File: src/design/fspa_pkg.sv
// fspa_pkg: shared types and constants of the fixed slot pool allocator
// no dependencies; imported by every module of the allocator

package fspa_pkg;

  localparam int ID_W   = 7;
  localparam int SIZE_W = 13;
  localparam int OFF_W  = 18;
  localparam int STAT_W = 2;
  localparam int REQ_W  = 2;

  localparam logic [SIZE_W-1:0] MAX_SLOT_BYTES = 13'd4096;
  localparam logic [SIZE_W-1:0] ALIGN_MASK     = 13'd7;
  localparam logic [SIZE_W-1:0] RESET_BYTES    = 13'd8;
  localparam logic [ID_W-1:0]   RESET_COUNT    = 7'd64;

  typedef enum logic [REQ_W-1:0] {
    REQ_INIT  = 2'd0,
    REQ_ALLOC = 2'd1,
    REQ_FREE  = 2'd2,
    REQ_LIST  = 2'd3
  } req_t;

  typedef enum logic [STAT_W-1:0] {
    ST_OK        = 2'd0,
    ST_EMPTY     = 2'd1,
    ST_RANGE     = 2'd2,
    ST_NOT_ALLOC = 2'd3
  } status_t;

  typedef enum logic {
    CFG_SLOT_COUNT = 1'b0,
    CFG_SLOT_BYTES = 1'b1
  } cfg_idx_t;

  // one word of the link memory: allocated mark beside the next-free link
  typedef struct packed {
    logic            mark;
    logic [ID_W-1:0] link;
  } entry_t;

  // one result going from the controller to the output stage
  typedef struct packed {
    logic [ID_W-1:0] id;
    status_t         status;
    logic            last;
  } res_t;

endpackage

File: src/design/fixed_slot_pool_allocator.sv
// fixed_slot_pool_allocator: top level of the fixed slot pool allocator
// instantiates fspa_ctrl, fspa_link_mem and fspa_out; uses fspa_pkg
//
//   channel  | direction | content
//   ---------+-----------+-------------------------------------------------
//   s_*      | in        | request: tuser req_type, tdata slot_id
//   m_*      | out       | result: tdata id/offset/status, tlast on final
//   cfg_*    | in        | register write: index, data
//
// alloc and free read the slot's memory word at the request transaction and
// write it back as the result moves on: the result passes from the S_ALLOC
// or S_FREE state into the output register; init gives no result.
// a list reads one slot word per cycle while the result side does not stall.
// requests are taken one at a time; the next one is accepted while the
// previous result still sits in the output register.
// synchronous reset restores the pool of 64 (clamped) slots of 8 bytes;
// no clearing pass: slots at the watermark or above count as free and
// linked in id order, so their memory words are never used before written.

module fixed_slot_pool_allocator
  import fspa_pkg::*;
#(
  parameter int NUM_SLOTS = 64
) (
  input  logic        clk,
  input  logic        rst,
  // requests
  input  logic        s_tvalid,
  output logic        s_tready,
  input  logic [7:0]  s_tdata,   // [6:0] slot_id, [7] zero
  input  logic [1:0]  s_tuser,   // [1:0] req_type
  // results
  output logic        m_tvalid,
  input  logic        m_tready,
  output logic [31:0] m_tdata,   // [6:0] result_id, [24:7] byte_offset,
                                 // [26:25] status, [31:27] zero
  output logic        m_tlast,   // last
  // register writes
  input  logic        cfg_valid,
  output logic        cfg_ready,
  input  logic        cfg_index, // 0 slot_count, 1 slot_bytes
  input  logic [12:0] cfg_data
);

  localparam int AW = (NUM_SLOTS > 1) ? $clog2(NUM_SLOTS) : 1;

  logic              mem_we;
  logic [AW-1:0]     mem_waddr;
  entry_t            mem_wdata;
  logic [AW-1:0]     mem_raddr;
  entry_t            mem_rdata;
  logic              res_valid;
  logic              res_ready;
  res_t              res;
  logic [SIZE_W-1:0] act_size;

  // registers are always writable; they take effect at the next init
  assign cfg_ready = 1'b1;

  fspa_ctrl #(
    .NUM_SLOTS (NUM_SLOTS),
    .AW        (AW)
  ) u_ctrl (
    .clk       (clk),
    .rst       (rst),
    .req_valid (s_tvalid),
    .req_ready (s_tready),
    .req_type  (req_t'(s_tuser)),
    .req_id    (s_tdata[ID_W-1:0]),
    .cfg_we    (cfg_valid && cfg_ready),
    .cfg_sel   (cfg_idx_t'(cfg_index)),
    .cfg_wdata (cfg_data),
    .mem_we    (mem_we),
    .mem_waddr (mem_waddr),
    .mem_wdata (mem_wdata),
    .mem_raddr (mem_raddr),
    .mem_rdata (mem_rdata),
    .res_valid (res_valid),
    .res_ready (res_ready),
    .res       (res),
    .act_size  (act_size)
  );

  // next-slot links and allocated marks of popped slots; fresh slots follow in id order
  fspa_link_mem #(
    .DEPTH (NUM_SLOTS),
    .AW    (AW)
  ) u_link_mem (
    .clk   (clk),
    .we    (mem_we),
    .waddr (mem_waddr),
    .wdata (mem_wdata),
    .raddr (mem_raddr),
    .rdata (mem_rdata)
  );

  fspa_out u_out (
    .clk       (clk),
    .rst       (rst),
    .res_valid (res_valid),
    .res_ready (res_ready),
    .res       (res),
    .act_size  (act_size),
    .m_tvalid  (m_tvalid),
    .m_tready  (m_tready),
    .m_tdata   (m_tdata),
    .m_tlast   (m_tlast)
  );

endmodule

File: src/design/fspa_link_mem.sv
// fspa_link_mem: per-slot memory of next-free link and allocated mark
// one write port, one read port, registered read data; uses fspa_pkg

module fspa_link_mem
  import fspa_pkg::*;
#(
  parameter int DEPTH = 64,
  parameter int AW    = 6
) (
  input  logic          clk,
  input  logic          we,
  input  logic [AW-1:0] waddr,
  input  entry_t        wdata,
  input  logic [AW-1:0] raddr,
  output entry_t        rdata
);

  entry_t mem [DEPTH];

  always_ff @(posedge clk) begin
    if (we) begin
      mem[waddr] <= wdata;
    end
    rdata <= mem[raddr];
  end

endmodule

File: src/design/fspa_ctrl.sv
// fspa_ctrl: request sequencer, free list head and fresh watermark
// drives fspa_link_mem and hands results to fspa_out; uses fspa_pkg

module fspa_ctrl
  import fspa_pkg::*;
#(
  parameter int NUM_SLOTS = 64,
  parameter int AW        = 6
) (
  input  logic              clk,
  input  logic              rst,
  // request
  input  logic              req_valid,
  output logic              req_ready,
  input  req_t              req_type,
  input  logic [ID_W-1:0]   req_id,
  // register writes
  input  logic              cfg_we,
  input  cfg_idx_t          cfg_sel,
  input  logic [SIZE_W-1:0] cfg_wdata,
  // link memory
  output logic              mem_we,
  output logic [AW-1:0]     mem_waddr,
  output entry_t            mem_wdata,
  output logic [AW-1:0]     mem_raddr,
  input  entry_t            mem_rdata,
  // result
  output logic              res_valid,
  input  logic              res_ready,
  output res_t              res,
  output logic [SIZE_W-1:0] act_size
);

  localparam logic [ID_W-1:0] MAX_CNT = ID_W'(NUM_SLOTS);

  typedef enum logic [1:0] {
    S_IDLE, S_ALLOC, S_FREE, S_LIST
  } state_t;

  state_t                 state;
  logic [ID_W-1:0]        slot_count;
  logic [SIZE_W-1:0]      slot_bytes;
  logic [ID_W-1:0]        act_count;
  logic [ID_W-1:0]        head;
  logic [ID_W-1:0]        wm;       // slots at or above this were never popped since init
  logic [ID_W-1:0]        cur_id;
  logic [ID_W-1:0]        scan_cnt;
  logic [ID_W-1:0]        pend;     // found slot waiting to be emitted

  logic [ID_W-1:0]        cnt_clamped;
  logic [SIZE_W-1:0]      bytes_clamped;
  logic [SIZE_W-1:0]      size_aligned;
  logic [AW-1:0]          cur_idx;
  logic [AW-1:0]          head_idx;
  logic [AW-1:0]          req_idx;
  logic [ID_W-1:0]        scan_id;
  logic                   pool_empty;
  logic                   head_fresh;
  logic [ID_W-1:0]        head_next;
  logic                   free_range;
  logic                   free_ok;
  logic                   scan_mark;
  logic                   scan_adv;
  logic                   scan_done;

  always_comb begin
    if (slot_count == '0) begin
      cnt_clamped = ID_W'(1);
    end else if (slot_count > MAX_CNT) begin
      cnt_clamped = MAX_CNT;
    end else begin
      cnt_clamped = slot_count;
    end
    bytes_clamped = (slot_bytes > MAX_SLOT_BYTES) ? MAX_SLOT_BYTES : slot_bytes;
    size_aligned  = (bytes_clamped + ALIGN_MASK) & ~ALIGN_MASK;
  end

  assign cur_idx    = AW'(cur_id - ID_W'(1));
  assign head_idx   = AW'(head - ID_W'(1));
  assign req_idx    = AW'(req_id - ID_W'(1));
  assign scan_id    = scan_cnt + ID_W'(1);
  assign pool_empty = (head == '0) || (head > act_count);
  assign head_fresh = (head >= wm);
  assign head_next  = head_fresh ? ((head < act_count) ? head + ID_W'(1) : '0)
                                 : mem_rdata.link;
  // marks below the watermark are valid, the rest count as clear since init
  assign free_range = (cur_id > act_count);
  assign free_ok    = !free_range && mem_rdata.mark && (cur_id < wm);
  assign scan_mark  = mem_rdata.mark && (scan_id < wm);
  assign scan_done  = (scan_cnt == act_count);
  assign scan_adv   = !scan_done && (!scan_mark || pend == '0 || res_ready);

  assign req_ready = (state == S_IDLE);

  // read address: the word the next cycle needs, held while a result stalls
  always_comb begin
    mem_raddr = head_idx;
    unique case (state)
      S_IDLE: begin
        if (req_type == REQ_FREE) begin
          mem_raddr = req_idx;
        end else if (req_type == REQ_LIST) begin
          mem_raddr = '0;
        end
      end
      S_ALLOC: mem_raddr = head_idx;
      S_FREE:  mem_raddr = cur_idx;
      S_LIST:  mem_raddr = scan_adv ? scan_id[AW-1:0] : scan_cnt[AW-1:0];
    endcase
  end

  // write back when the result moves on: alloc sets the mark, free clears
  // it and links the slot to the old head
  always_comb begin
    mem_we         = 1'b0;
    mem_waddr      = cur_idx;
    mem_wdata.mark = 1'b0;
    mem_wdata.link = head;
    if ((state == S_ALLOC) && res_ready && !pool_empty) begin
      mem_we         = 1'b1;
      mem_waddr      = head_idx;
      mem_wdata.mark = 1'b1;
      mem_wdata.link = '0;
    end else if ((state == S_FREE) && res_ready && free_ok) begin
      mem_we = 1'b1;
    end
  end

  always_comb begin
    res_valid  = 1'b0;
    res.id     = '0;
    res.status = ST_OK;
    res.last   = 1'b1;
    unique case (state)
      S_ALLOC: begin
        res_valid = 1'b1;
        if (pool_empty) begin
          res.status = ST_EMPTY;
        end else begin
          res.id = head;
        end
      end
      S_FREE: begin
        res_valid = 1'b1;
        if (free_range) begin
          res.status = ST_RANGE;
        end else if (!free_ok) begin
          res.status = ST_NOT_ALLOC;
        end else begin
          res.id = cur_id;
        end
      end
      S_LIST: begin
        if (scan_done) begin
          res_valid = 1'b1;
          res.id    = pend;
        end else if (scan_mark && pend != '0) begin
          res_valid = 1'b1;
          res.id    = pend;
          res.last  = 1'b0;
        end
      end
      default: ;
    endcase
  end

  always_ff @(posedge clk) begin
    if (rst) begin
      state      <= S_IDLE;
      slot_count <= RESET_COUNT;
      slot_bytes <= RESET_BYTES;
      act_count  <= (RESET_COUNT > MAX_CNT) ? MAX_CNT : RESET_COUNT;
      act_size   <= RESET_BYTES;
      head       <= ID_W'(1);
      wm         <= ID_W'(1);
      cur_id     <= '0;
      scan_cnt   <= '0;
      pend       <= '0;
    end else begin
      if (cfg_we) begin
        unique case (cfg_sel)
          CFG_SLOT_COUNT: slot_count <= cfg_wdata[ID_W-1:0];
          CFG_SLOT_BYTES: slot_bytes <= cfg_wdata;
        endcase
      end
      unique case (state)
        S_IDLE: begin
          if (req_valid) begin
            cur_id   <= req_id;
            scan_cnt <= '0;
            pend     <= '0;
            unique case (req_type)
              REQ_INIT: begin
                act_count <= cnt_clamped;
                act_size  <= size_aligned;
                head      <= ID_W'(1);
                wm        <= ID_W'(1);
              end
              REQ_ALLOC: state <= S_ALLOC;
              REQ_FREE:  state <= (req_id == '0) ? S_IDLE : S_FREE;
              REQ_LIST:  state <= S_LIST;
            endcase
          end
        end
        S_ALLOC: begin
          if (res_ready) begin
            state <= S_IDLE;
            if (!pool_empty) begin
              head <= head_next;
              if (head_fresh) begin
                wm <= head + ID_W'(1);
              end
            end
          end
        end
        S_FREE: begin
          if (res_ready) begin
            state <= S_IDLE;
            if (free_ok) begin
              head <= cur_id;
            end
          end
        end
        S_LIST: begin
          if (scan_done) begin
            if (res_ready) begin
              state <= S_IDLE;
            end
          end else if (scan_adv) begin
            scan_cnt <= scan_id;
            if (scan_mark) begin
              pend <= scan_id;
            end
          end
        end
      endcase
    end
  end

endmodule

File: src/design/fspa_out.sv
// fspa_out: offset multiply and output register of the result stream
// fed by fspa_ctrl; uses fspa_pkg

module fspa_out
  import fspa_pkg::*;
(
  input  logic              clk,
  input  logic              rst,
  input  logic              res_valid,
  output logic              res_ready,
  input  res_t              res,
  input  logic [SIZE_W-1:0] act_size,
  output logic              m_tvalid,
  input  logic              m_tready,
  output logic [31:0]       m_tdata,
  output logic              m_tlast
);

  localparam int PROD_W = ID_W + SIZE_W;

  logic [PROD_W-1:0] prod;
  logic [ID_W-1:0]   out_id;
  logic [OFF_W-1:0]  out_off;
  status_t           out_stat;

  assign res_ready = !m_tvalid || m_tready;
  assign prod = (res.id == '0) ? '0
                : PROD_W'(res.id - ID_W'(1)) * PROD_W'(act_size);

  always_ff @(posedge clk) begin
    if (rst) begin
      m_tvalid <= 1'b0;
    end else if (res_ready) begin
      m_tvalid <= res_valid;
    end
  end

  always_ff @(posedge clk) begin
    if (res_ready && res_valid) begin
      out_id   <= res.id;
      out_off  <= prod[OFF_W-1:0];
      out_stat <= res.status;
      m_tlast  <= res.last;
    end
  end

  assign m_tdata = {5'd0, out_stat, out_off, out_id};

endmodule

File: config.mk
export PLATFORM = sky130hd
export DESIGN_NAME = fixed_slot_pool_allocator
export DESIGN_NICKNAME = d
export VERILOG_FILES = /design/src/design/fspa_pkg.sv /design/src/design/fixed_slot_pool_allocator.sv /design/src/design/fspa_link_mem.sv /design/src/design/fspa_ctrl.sv /design/src/design/fspa_out.sv
export SDC_FILE = /design/constraint.sdc
export NUM_CORES = 1
export LEC_CHECK = 0
export BUFFER_PORTS_ARGS = -buffer_cell sky130_fd_sc_hd__buf_2
export CAP_MARGIN = 20
export CELL_PAD_IN_SITES_DETAIL_PLACEMENT = 0
export CELL_PAD_IN_SITES_GLOBAL_PLACEMENT = 1
export CORE_AREA = 2 2 232 234
export CTS_CLUSTER_DIAMETER = 50
export DETAILED_ROUTE_END_ITERATION = 10
export DIE_AREA = 0 0 234 236
export PLACE_DENSITY_LB_ADDON = 0.1
export SLEW_MARGIN = 10
export SYNTH_ARGS = -nofsm -noshare
export SYNTH_HDL_FRONTEND = slang
export SYNTH_SLANG_ARGS = --single-unit
File: constraint.sdc
create_clock -name clk -period 13.4 [get_ports clk]
set_clock_uncertainty 0.15 [all_clocks]
set_input_delay 1.34 -clock clk [delete_from_list [all_inputs] [get_ports clk]]
set_output_delay 1.34 -clock clk [all_outputs]
set_load 0.02 [all_outputs]
==> results of run 1 <==
-- cells in the mapped netlist, drive strengths merged, types with 27 or more instances --
cell type | instances | share of area
mux4 | 56 | 0.042
mux2 | 73 | 0.028
nor2 | 164 | 0.021
a21oi | 72 | 0.012
and2 | 41 | 0.0086
ha | 74 | 0.031
edfxtp | 537 | 0.54
a22oi | 39 | 0.0099
a31oi | 33 | 0.0069
clkbuf | 90 | 0.011
dfxtp | 83 | 0.056
nand3 | 171 | 0.029
o21ai | 98 | 0.017
buf | 44 | 0.010
xnor2 | 44 | 0.013
fa | 59 | 0.040
o211ai | 78 | 0.020
nor2b | 27 | 0.0057
nor3 | 33 | 0.0056
inv | 131 | 0.017
nand2 | 149 | 0.019
-- state kept, by name, summed over array words and instances (netlist names) --
name,count
u_link_mem.mem,512
u_out.out_off,15
u_ctrl.slot_bytes,13
u_ctrl.act_size,10
u_link_mem.rdata,8
u_ctrl.act_count,7
u_ctrl.cur_id,7
u_ctrl.head,7
u_ctrl.pend,7
u_ctrl.scan_cnt,7
u_ctrl.slot_count,7
u_ctrl.wm,7
u_out.out_id,7
u_ctrl.state,2
u_out.out_stat,2
u_out.m_tlast,1
u_out.m_tvalid,1
-- routing by layer --
layer,GRT usage,share of wire,up-vias
li1,-,-,8618
met1,0.368,0.41,9415
met2,0.441,0.48,811
met3,0.0461,0.073,169
met4,0.106,0.036,0
met5,0,0,-
-- layout by cell type (no fill, tap or decap), types with 8 or more instances in the layout --
| cell type | count |
|---|---|
| clkbuf_16 | 75 |
| a211oi_1 | 14 |
| mux2_2 | 56 |
| nand2_1 | 148 |
| a22oi_1 | 39 |
| nand3_1 | 171 |
| a21o_1 | 11 |
| clkinv_1 | 13 |
| nor3_1 | 31 |
| bufinv_16 | 10 |
| buf_4 | 29 |
| mux2_1 | 17 |
| ha_1 | 74 |
| nor2b_1 | 27 |
| xnor2_1 | 44 |
| mux2i_1 | 12 |
| nor2_1 | 157 |
| buf_2 | 54 |
| nand2b_1 | 20 |
| nand4_1 | 13 |
| a31oi_1 | 33 |
| a21oi_1 | 72 |
| inv_1 | 130 |
| dfxtp_1 | 83 |
| o21ai_0 | 95 |
| mux4_2 | 56 |
| edfxtp_1 | 537 |
| clkbuf_1 | 14 |
| fa_1 | 59 |
| and2_1 | 36 |
| xor2_1 | 21 |
| conb_1 | 9 |
| o211ai_1 | 78 |
| or4_1 | 8 |
| o21a_1 | 10 |
-- tightest hold or removal path, stage by stage (launching register included) --
cell     delay [ns]
dfxtp_1        0.31
nand2_1        0.05
a21oi_1        0.05
-- worst min-delay path by stage --
stage                    startpoint                   end  slack, ns  depth (start not counted)
5_1_grt        u_ctrl.slot_bytes[2]  u_ctrl.slot_bytes[2]       0.33                          2
2_1_floorplan  u_ctrl.slot_bytes[2]  u_ctrl.slot_bytes[2]       0.29                          2
3_5_place_dp   u_ctrl.slot_bytes[1]  u_ctrl.slot_bytes[1]       0.30                          2
4_1_cts        u_ctrl.slot_bytes[1]  u_ctrl.slot_bytes[1]       0.31                          2
3_3_place_gp   u_ctrl.slot_bytes[1]  u_ctrl.slot_bytes[1]       0.29                          2
6_report       u_ctrl.slot_bytes[1]  u_ctrl.slot_bytes[1]       0.31                          2
-- area by class of cell --
cell class,instances,area (um^2)
inverter,131,492
sequential,620,17800
tap,696,871
multi-input combinational,1425,10900
timing repair buffer,84,508
fill,4026,20100
clock inverter,38,485
clock buffer,90,1940
-- power groups by stage --
stage / Clock, mW / Sequential, mW / Combinational (mW)
6_report: 2.00 / 2.15 / 0.980
4_1_cts: 2.03 / 2.15 / 0.979
2_1_floorplan: 0 / 2.19 / 0.709
3_3_place_gp: 0 / 2.19 / 0.967
5_1_grt: 2.11 / 2.16 / 1.07
3_5_place_dp: 0 / 2.20 / 0.975
-- metrics by stage --
| stage | std cells | util | setup slack [ns] |
|---|---|---|---|
| after floorplan | 2310 | - | 4.89 |
| after global placement | 2955 | 0.575 | 3.72 |
| after detailed placement | 2955 | 0.575 | 3.58 |
| after CTS | 3083 | 0.621 | 3.55 |
| after global routing | 3084 | 0.622 | 2.99 |
| final | 3084 | 0.622 | 3.68 |
-- cell families after synthesis --
logic type               count (synthesis)
flip-flops                             620
multiplexers                           141
buffers and inverters                  265
XOR/XNOR                                65
AO/OA/AOI/OAI                          409
AND/OR/NAND/NOR                        668
adder cells (fa/ha/maj)                133
other                                    2
==> flow_summary.toml, run 1 <==
[route]
vias_per_cell = 6.17
wl_per_cell_um = 23.9
drtAntennaViolNets = 0
drc_errors = 0
dr.pass1.iters = 7
vias = 19013
drt_wl_total_mm = 73.8
drt_iter0_markers = 1973

[cells_and_area]
design_area_um2 = 33000
nets = 2495
n_antenna_cell = 0
area_growth_pct = 11.0
layout-drive-gt1-share = 0.139

[clock_network]
hold_buffers = 0
cts.sinks = 620
cts_max_level = 3
postCtsSetupRepairBufs = 0
cts_tree = "yes"
cts_resized = 0
clk_path_buf_depth = 3
clkLatencyLatePin_ns = 0.61
clkTransAtPathRegs_ns = 0.06
cts_made_buffers = 71
ctsRootBufferMaster = "clkbuf_16"

[synthesis]
ys_async_sr_fraction = 0
synth_top_family_by_area = "simple AND/OR/NAND/NOR gates"
ys_warn_count = 0
synth_edf_count = 537
seq_area_frac_synth = 0.599
synthAdderAreaFrac = 0.0709
syn-cell-area_um2 = 29700
yosys.area_share.simple = 0.108
postSynthAreaPerCell_um2 = 12.9
synth_seq_cells = 620
synthFlopType = "edfxtp_1"
muxShareOfSynthArea = 0.0742
synth_cells = 2303
synthXorXnorAreaFrac = 0.0192
ys_types = 72
synth_compound_area_frac = 0.0907

[setup_path]
cp_common_cell = "inv_1"
critical-path-top-delay-family = "adder cells"
slowest_delay_ns = 0.60
r2r.worst_path.cells = 35
endpoint_kind = "register"
crit_slowest_cell = "o41ai_1"
worstPathRequired_ns = 13.60
cp-startpoint = "u_ctrl.scan_cnt[0]"
cp-start-kind = "register"
path_buf_inv = 6
worstPathArrival_ns = 9.92
path_class = "register to register"
endpoint = "u_out.out_off[17]"
regToRegSetupSlack_ns = 3.68
regToRegEndpoint = "u_out.out_off[17]"
critPathMaxFanout = 13
cp.depth = 35
rr_startpoint = "u_ctrl.scan_cnt[0]"

[die]
core_um2 = 53100
die_height_um = 236
die_w_um = 234
num_rows = 85
initial_core_util = 0.560
dieArea_um2 = 55200
io-pin-count = 65

[timing]
hold_violations = 0
max_slew_margin = 0.319
max_freq_mhz = 103
setup_viol = 0
setup_tns_ns = 0
whs_ns = 0.309
period_needed_ns = 9.72
period_share = 0.725
slew_violations = 0
worst_slew_pin_slew_ns = 1.02
rsz0062_at_grt = "no"

[hold_path]
hp-class = "register to register"

[grt]
grt_pass1_vias = 18813
antenna_found_initial = 0
grt_usage = 0.272
grt_pass1_wl_mm = 113
grt_start_max_net_pins = 73
gr-total-overflow = 0

[power]
cellPowerDensity_nw_per_um2 = 156
peakVddDrop_mv = 0.122
p_clk_frac = 0.390
p_leak_nw = 10.9
total_power_mw = 5.14
power_switching_share = 0.279
p_comb_frac = 0.191
p_switching_mw = 1.44
power.internal_mw = 3.70
seqPwrFrac = 0.420

[placement]
hpwl_mm = 47.1
place.gp.congestion = 0.956
place_area_um2 = 30500
port_buffers = 54

[status]
outcome = "finished clean"

[run]
maxCapViolations = 0
Power figures use the tool's default switching activity.
==> inputs of run 2 (changes only) <==
--- a/config.mk
+++ b/config.mk
@@ -9,10 +9,10 @@
 export CAP_MARGIN = 20
 export CELL_PAD_IN_SITES_DETAIL_PLACEMENT = 0
 export CELL_PAD_IN_SITES_GLOBAL_PLACEMENT = 1
-export CORE_AREA = 2 2 232 234
+export CORE_AREA = 2 2 255 257
 export CTS_CLUSTER_DIAMETER = 50
 export DETAILED_ROUTE_END_ITERATION = 10
-export DIE_AREA = 0 0 234 236
+export DIE_AREA = 0 0 257 259
 export PLACE_DENSITY_LB_ADDON = 0.1
 export SLEW_MARGIN = 10
 export SYNTH_ARGS = -nofsm -noshare
==> constraint.sdc (replaced) <==
create_clock -name clk -period 8.01 [get_ports clk]
set_clock_uncertainty 0.15 [all_clocks]
set_input_delay 0.801 -clock clk [delete_from_list [all_inputs] [get_ports clk]]
set_output_delay 0.801 -clock clk [all_outputs]
set_load 0.02 [all_outputs]
==> run 2 against run 1 <==
Critical path depth is the same. Flip-flop and latch count is the same. Critical endpoint unchanged. Wire length grew 9.6%. Largest power group unchanged.
==> flow_summary.toml, run 2 (synthesis results as in run 1) <==
[route]
drt_iter0_markers = 1862
drtAntennaViolNets = 0
vias = 19510
drc_errors = 0
drt_wl_total_mm = 80.9
wl_per_cell_um = 24.1
dr.pass1.iters = 6
vias_per_cell = 5.82

[setup_path]
worstPathRequired_ns = 8.32
slowest_delay_ns = 0.55
endpoint_kind = "register"
critPathMaxFanout = 4
r2r.worst_path.cells = 35
crit_slowest_cell = "fa_1"
rr_startpoint = "u_ctrl.scan_cnt[0]"
cp-start-kind = "register"
path_class = "register to register"
cp-startpoint = "u_ctrl.scan_cnt[0]"
cp_common_cell = "fa_1"
worstPathArrival_ns = 8.03

[die]
io-pin-count = 65
die_w_um = 257
core_um2 = 63900
dieArea_um2 = 66600
initial_core_util = 0.465
num_rows = 93
die_height_um = 259

[timing]
period_share = 0.964
worst_slew_pin_slew_ns = 1.06
max_slew_margin = 0.293
slew_violations = 0
max_freq_mhz = 130
whs_ns = 0.287
period_needed_ns = 7.72
setup_viol = 0
setup_tns_ns = 0
setup_slack_ns = 0.290
hold_violations = 0

[cells_and_area]
multi_input_area_um2 = 11300
reg_top3 = "u_link_mem.mem (512), u_out.out_off (15), u_ctrl.slot_bytes (13)"
final_util = 0.541
top_register = "u_link_mem.mem"
area_growth_pct = 16.4
final_common_cell = "edfxtp_1"
nets = 2601
layout_common_cells = "edfxtp_1 (537), nand3_1 (169), nor2_1 (153), nand2_1 (146), inv_1 (123)"
largest_reg_flops = 512
layout-drive-gt1-share = 0.201
n_antenna_cell = 0
num-fill-cells = 5339
regArea_um2 = 17800

[clock_network]
ctsRootBufferMaster = "clkbuf_16"
cts_tree = "yes"
cts.sinks = 620
cts_made_buffers = 78
clkTransAtPathRegs_ns = 0.06
clkLatencyLatePin_ns = 0.62
hold_buffers = 0
cts_max_level = 3
clk_path_buf_depth = 3

[hold_path]
min_path_cells = 3
min-delay-start = "cfg_data[7]"
hp-class = "primary input to register"

[placement]
place.gp.congestion = 0.875
hpwl_mm = 51.4
pre_cts_ws_ns = -0.155
port_buffers = 54

[grt]
gr-total-overflow = 0
grt_start_max_net_pins = 96
grt_pass1_vias = 19541
antenna_found_initial = 0
grt_usage = 0.245
grt_pass1_wl_mm = 123

[power]
cellPowerDensity_nw_per_um2 = 261
peakVddDrop_mv = 0.198
p_leak_nw = 11.6

[run]
maxCapViolations = 0

[status]
outcome = "finished clean"
## run 2: stage by stage
| step | power (mW) | cell area, um^2 | std cells |
|---|---|---|---|
| after floorplan | 4.85 | 29800 | 2310 |
| after global placement | 5.42 | 31500 | 3200 |
| after detailed placement | 5.44 | 31500 | 3200 |
| after CTS | 9.05 | 34400 | 3342 |
| after global routing | 9.37 | 34600 | 3350 |
| final | 9.01 | 34600 | 3350 |
## run 2: final timing paths
check / end / slack (ns)
setup reg to reg: u_out.out_off[17] / 0.29
setup / recovery: u_out.out_off[17] / 0.29
hold reg to reg: u_ctrl.slot_bytes[2] / 0.31
hold / removal: u_ctrl.slot_bytes[7] / 0.29
## run 2: worst max-delay path: cells and delay by family (launching register included)
kind	cells	cell delay [ns]
buffers and inverters	9	0.82
flip-flops	1	0.37
AND/OR/NAND/NOR	8	1.20
XOR/XNOR	3	0.44
adder cells (fa/ha/maj)	8	3.15
AO/OA/AOI/OAI	6	1.19
multiplexers	1	0.22
## run 2: metal layers
layer  GRT usage  vias up  part of all wire
li1            -     8844                 -
met1       0.333     9849              0.43
met2       0.397      639              0.47
met3      0.0369      178             0.056
met4      0.0964        0             0.041
met5           0        -                 0
## run 2: repair_timing
item / in CTS / in global routing
setup endpoints to repair: 1 / 1
pin swaps: 33 / 33
resized for setup: 43 / 26
buffers inserted: 8 / 7
## run 2: report_power, final
part,switching (mW),internal (mW)
combinational,1.14,0.685
sequential,0.0389,3.56
clock,1.42,2.17
total,2.60,6.41
## run 2: cell type report
type | instances | share of cell area
Multi-Input combinational cell | 1425 | 0.326
Sequential cell | 620 | 0.515
Clock buffer | 86 | 0.0585
Tap cell | 855 | 0.0309
Timing Repair Buffer | 183 | 0.0377
Inverter | 131 | 0.0142
Clock inverter | 50 | 0.0179
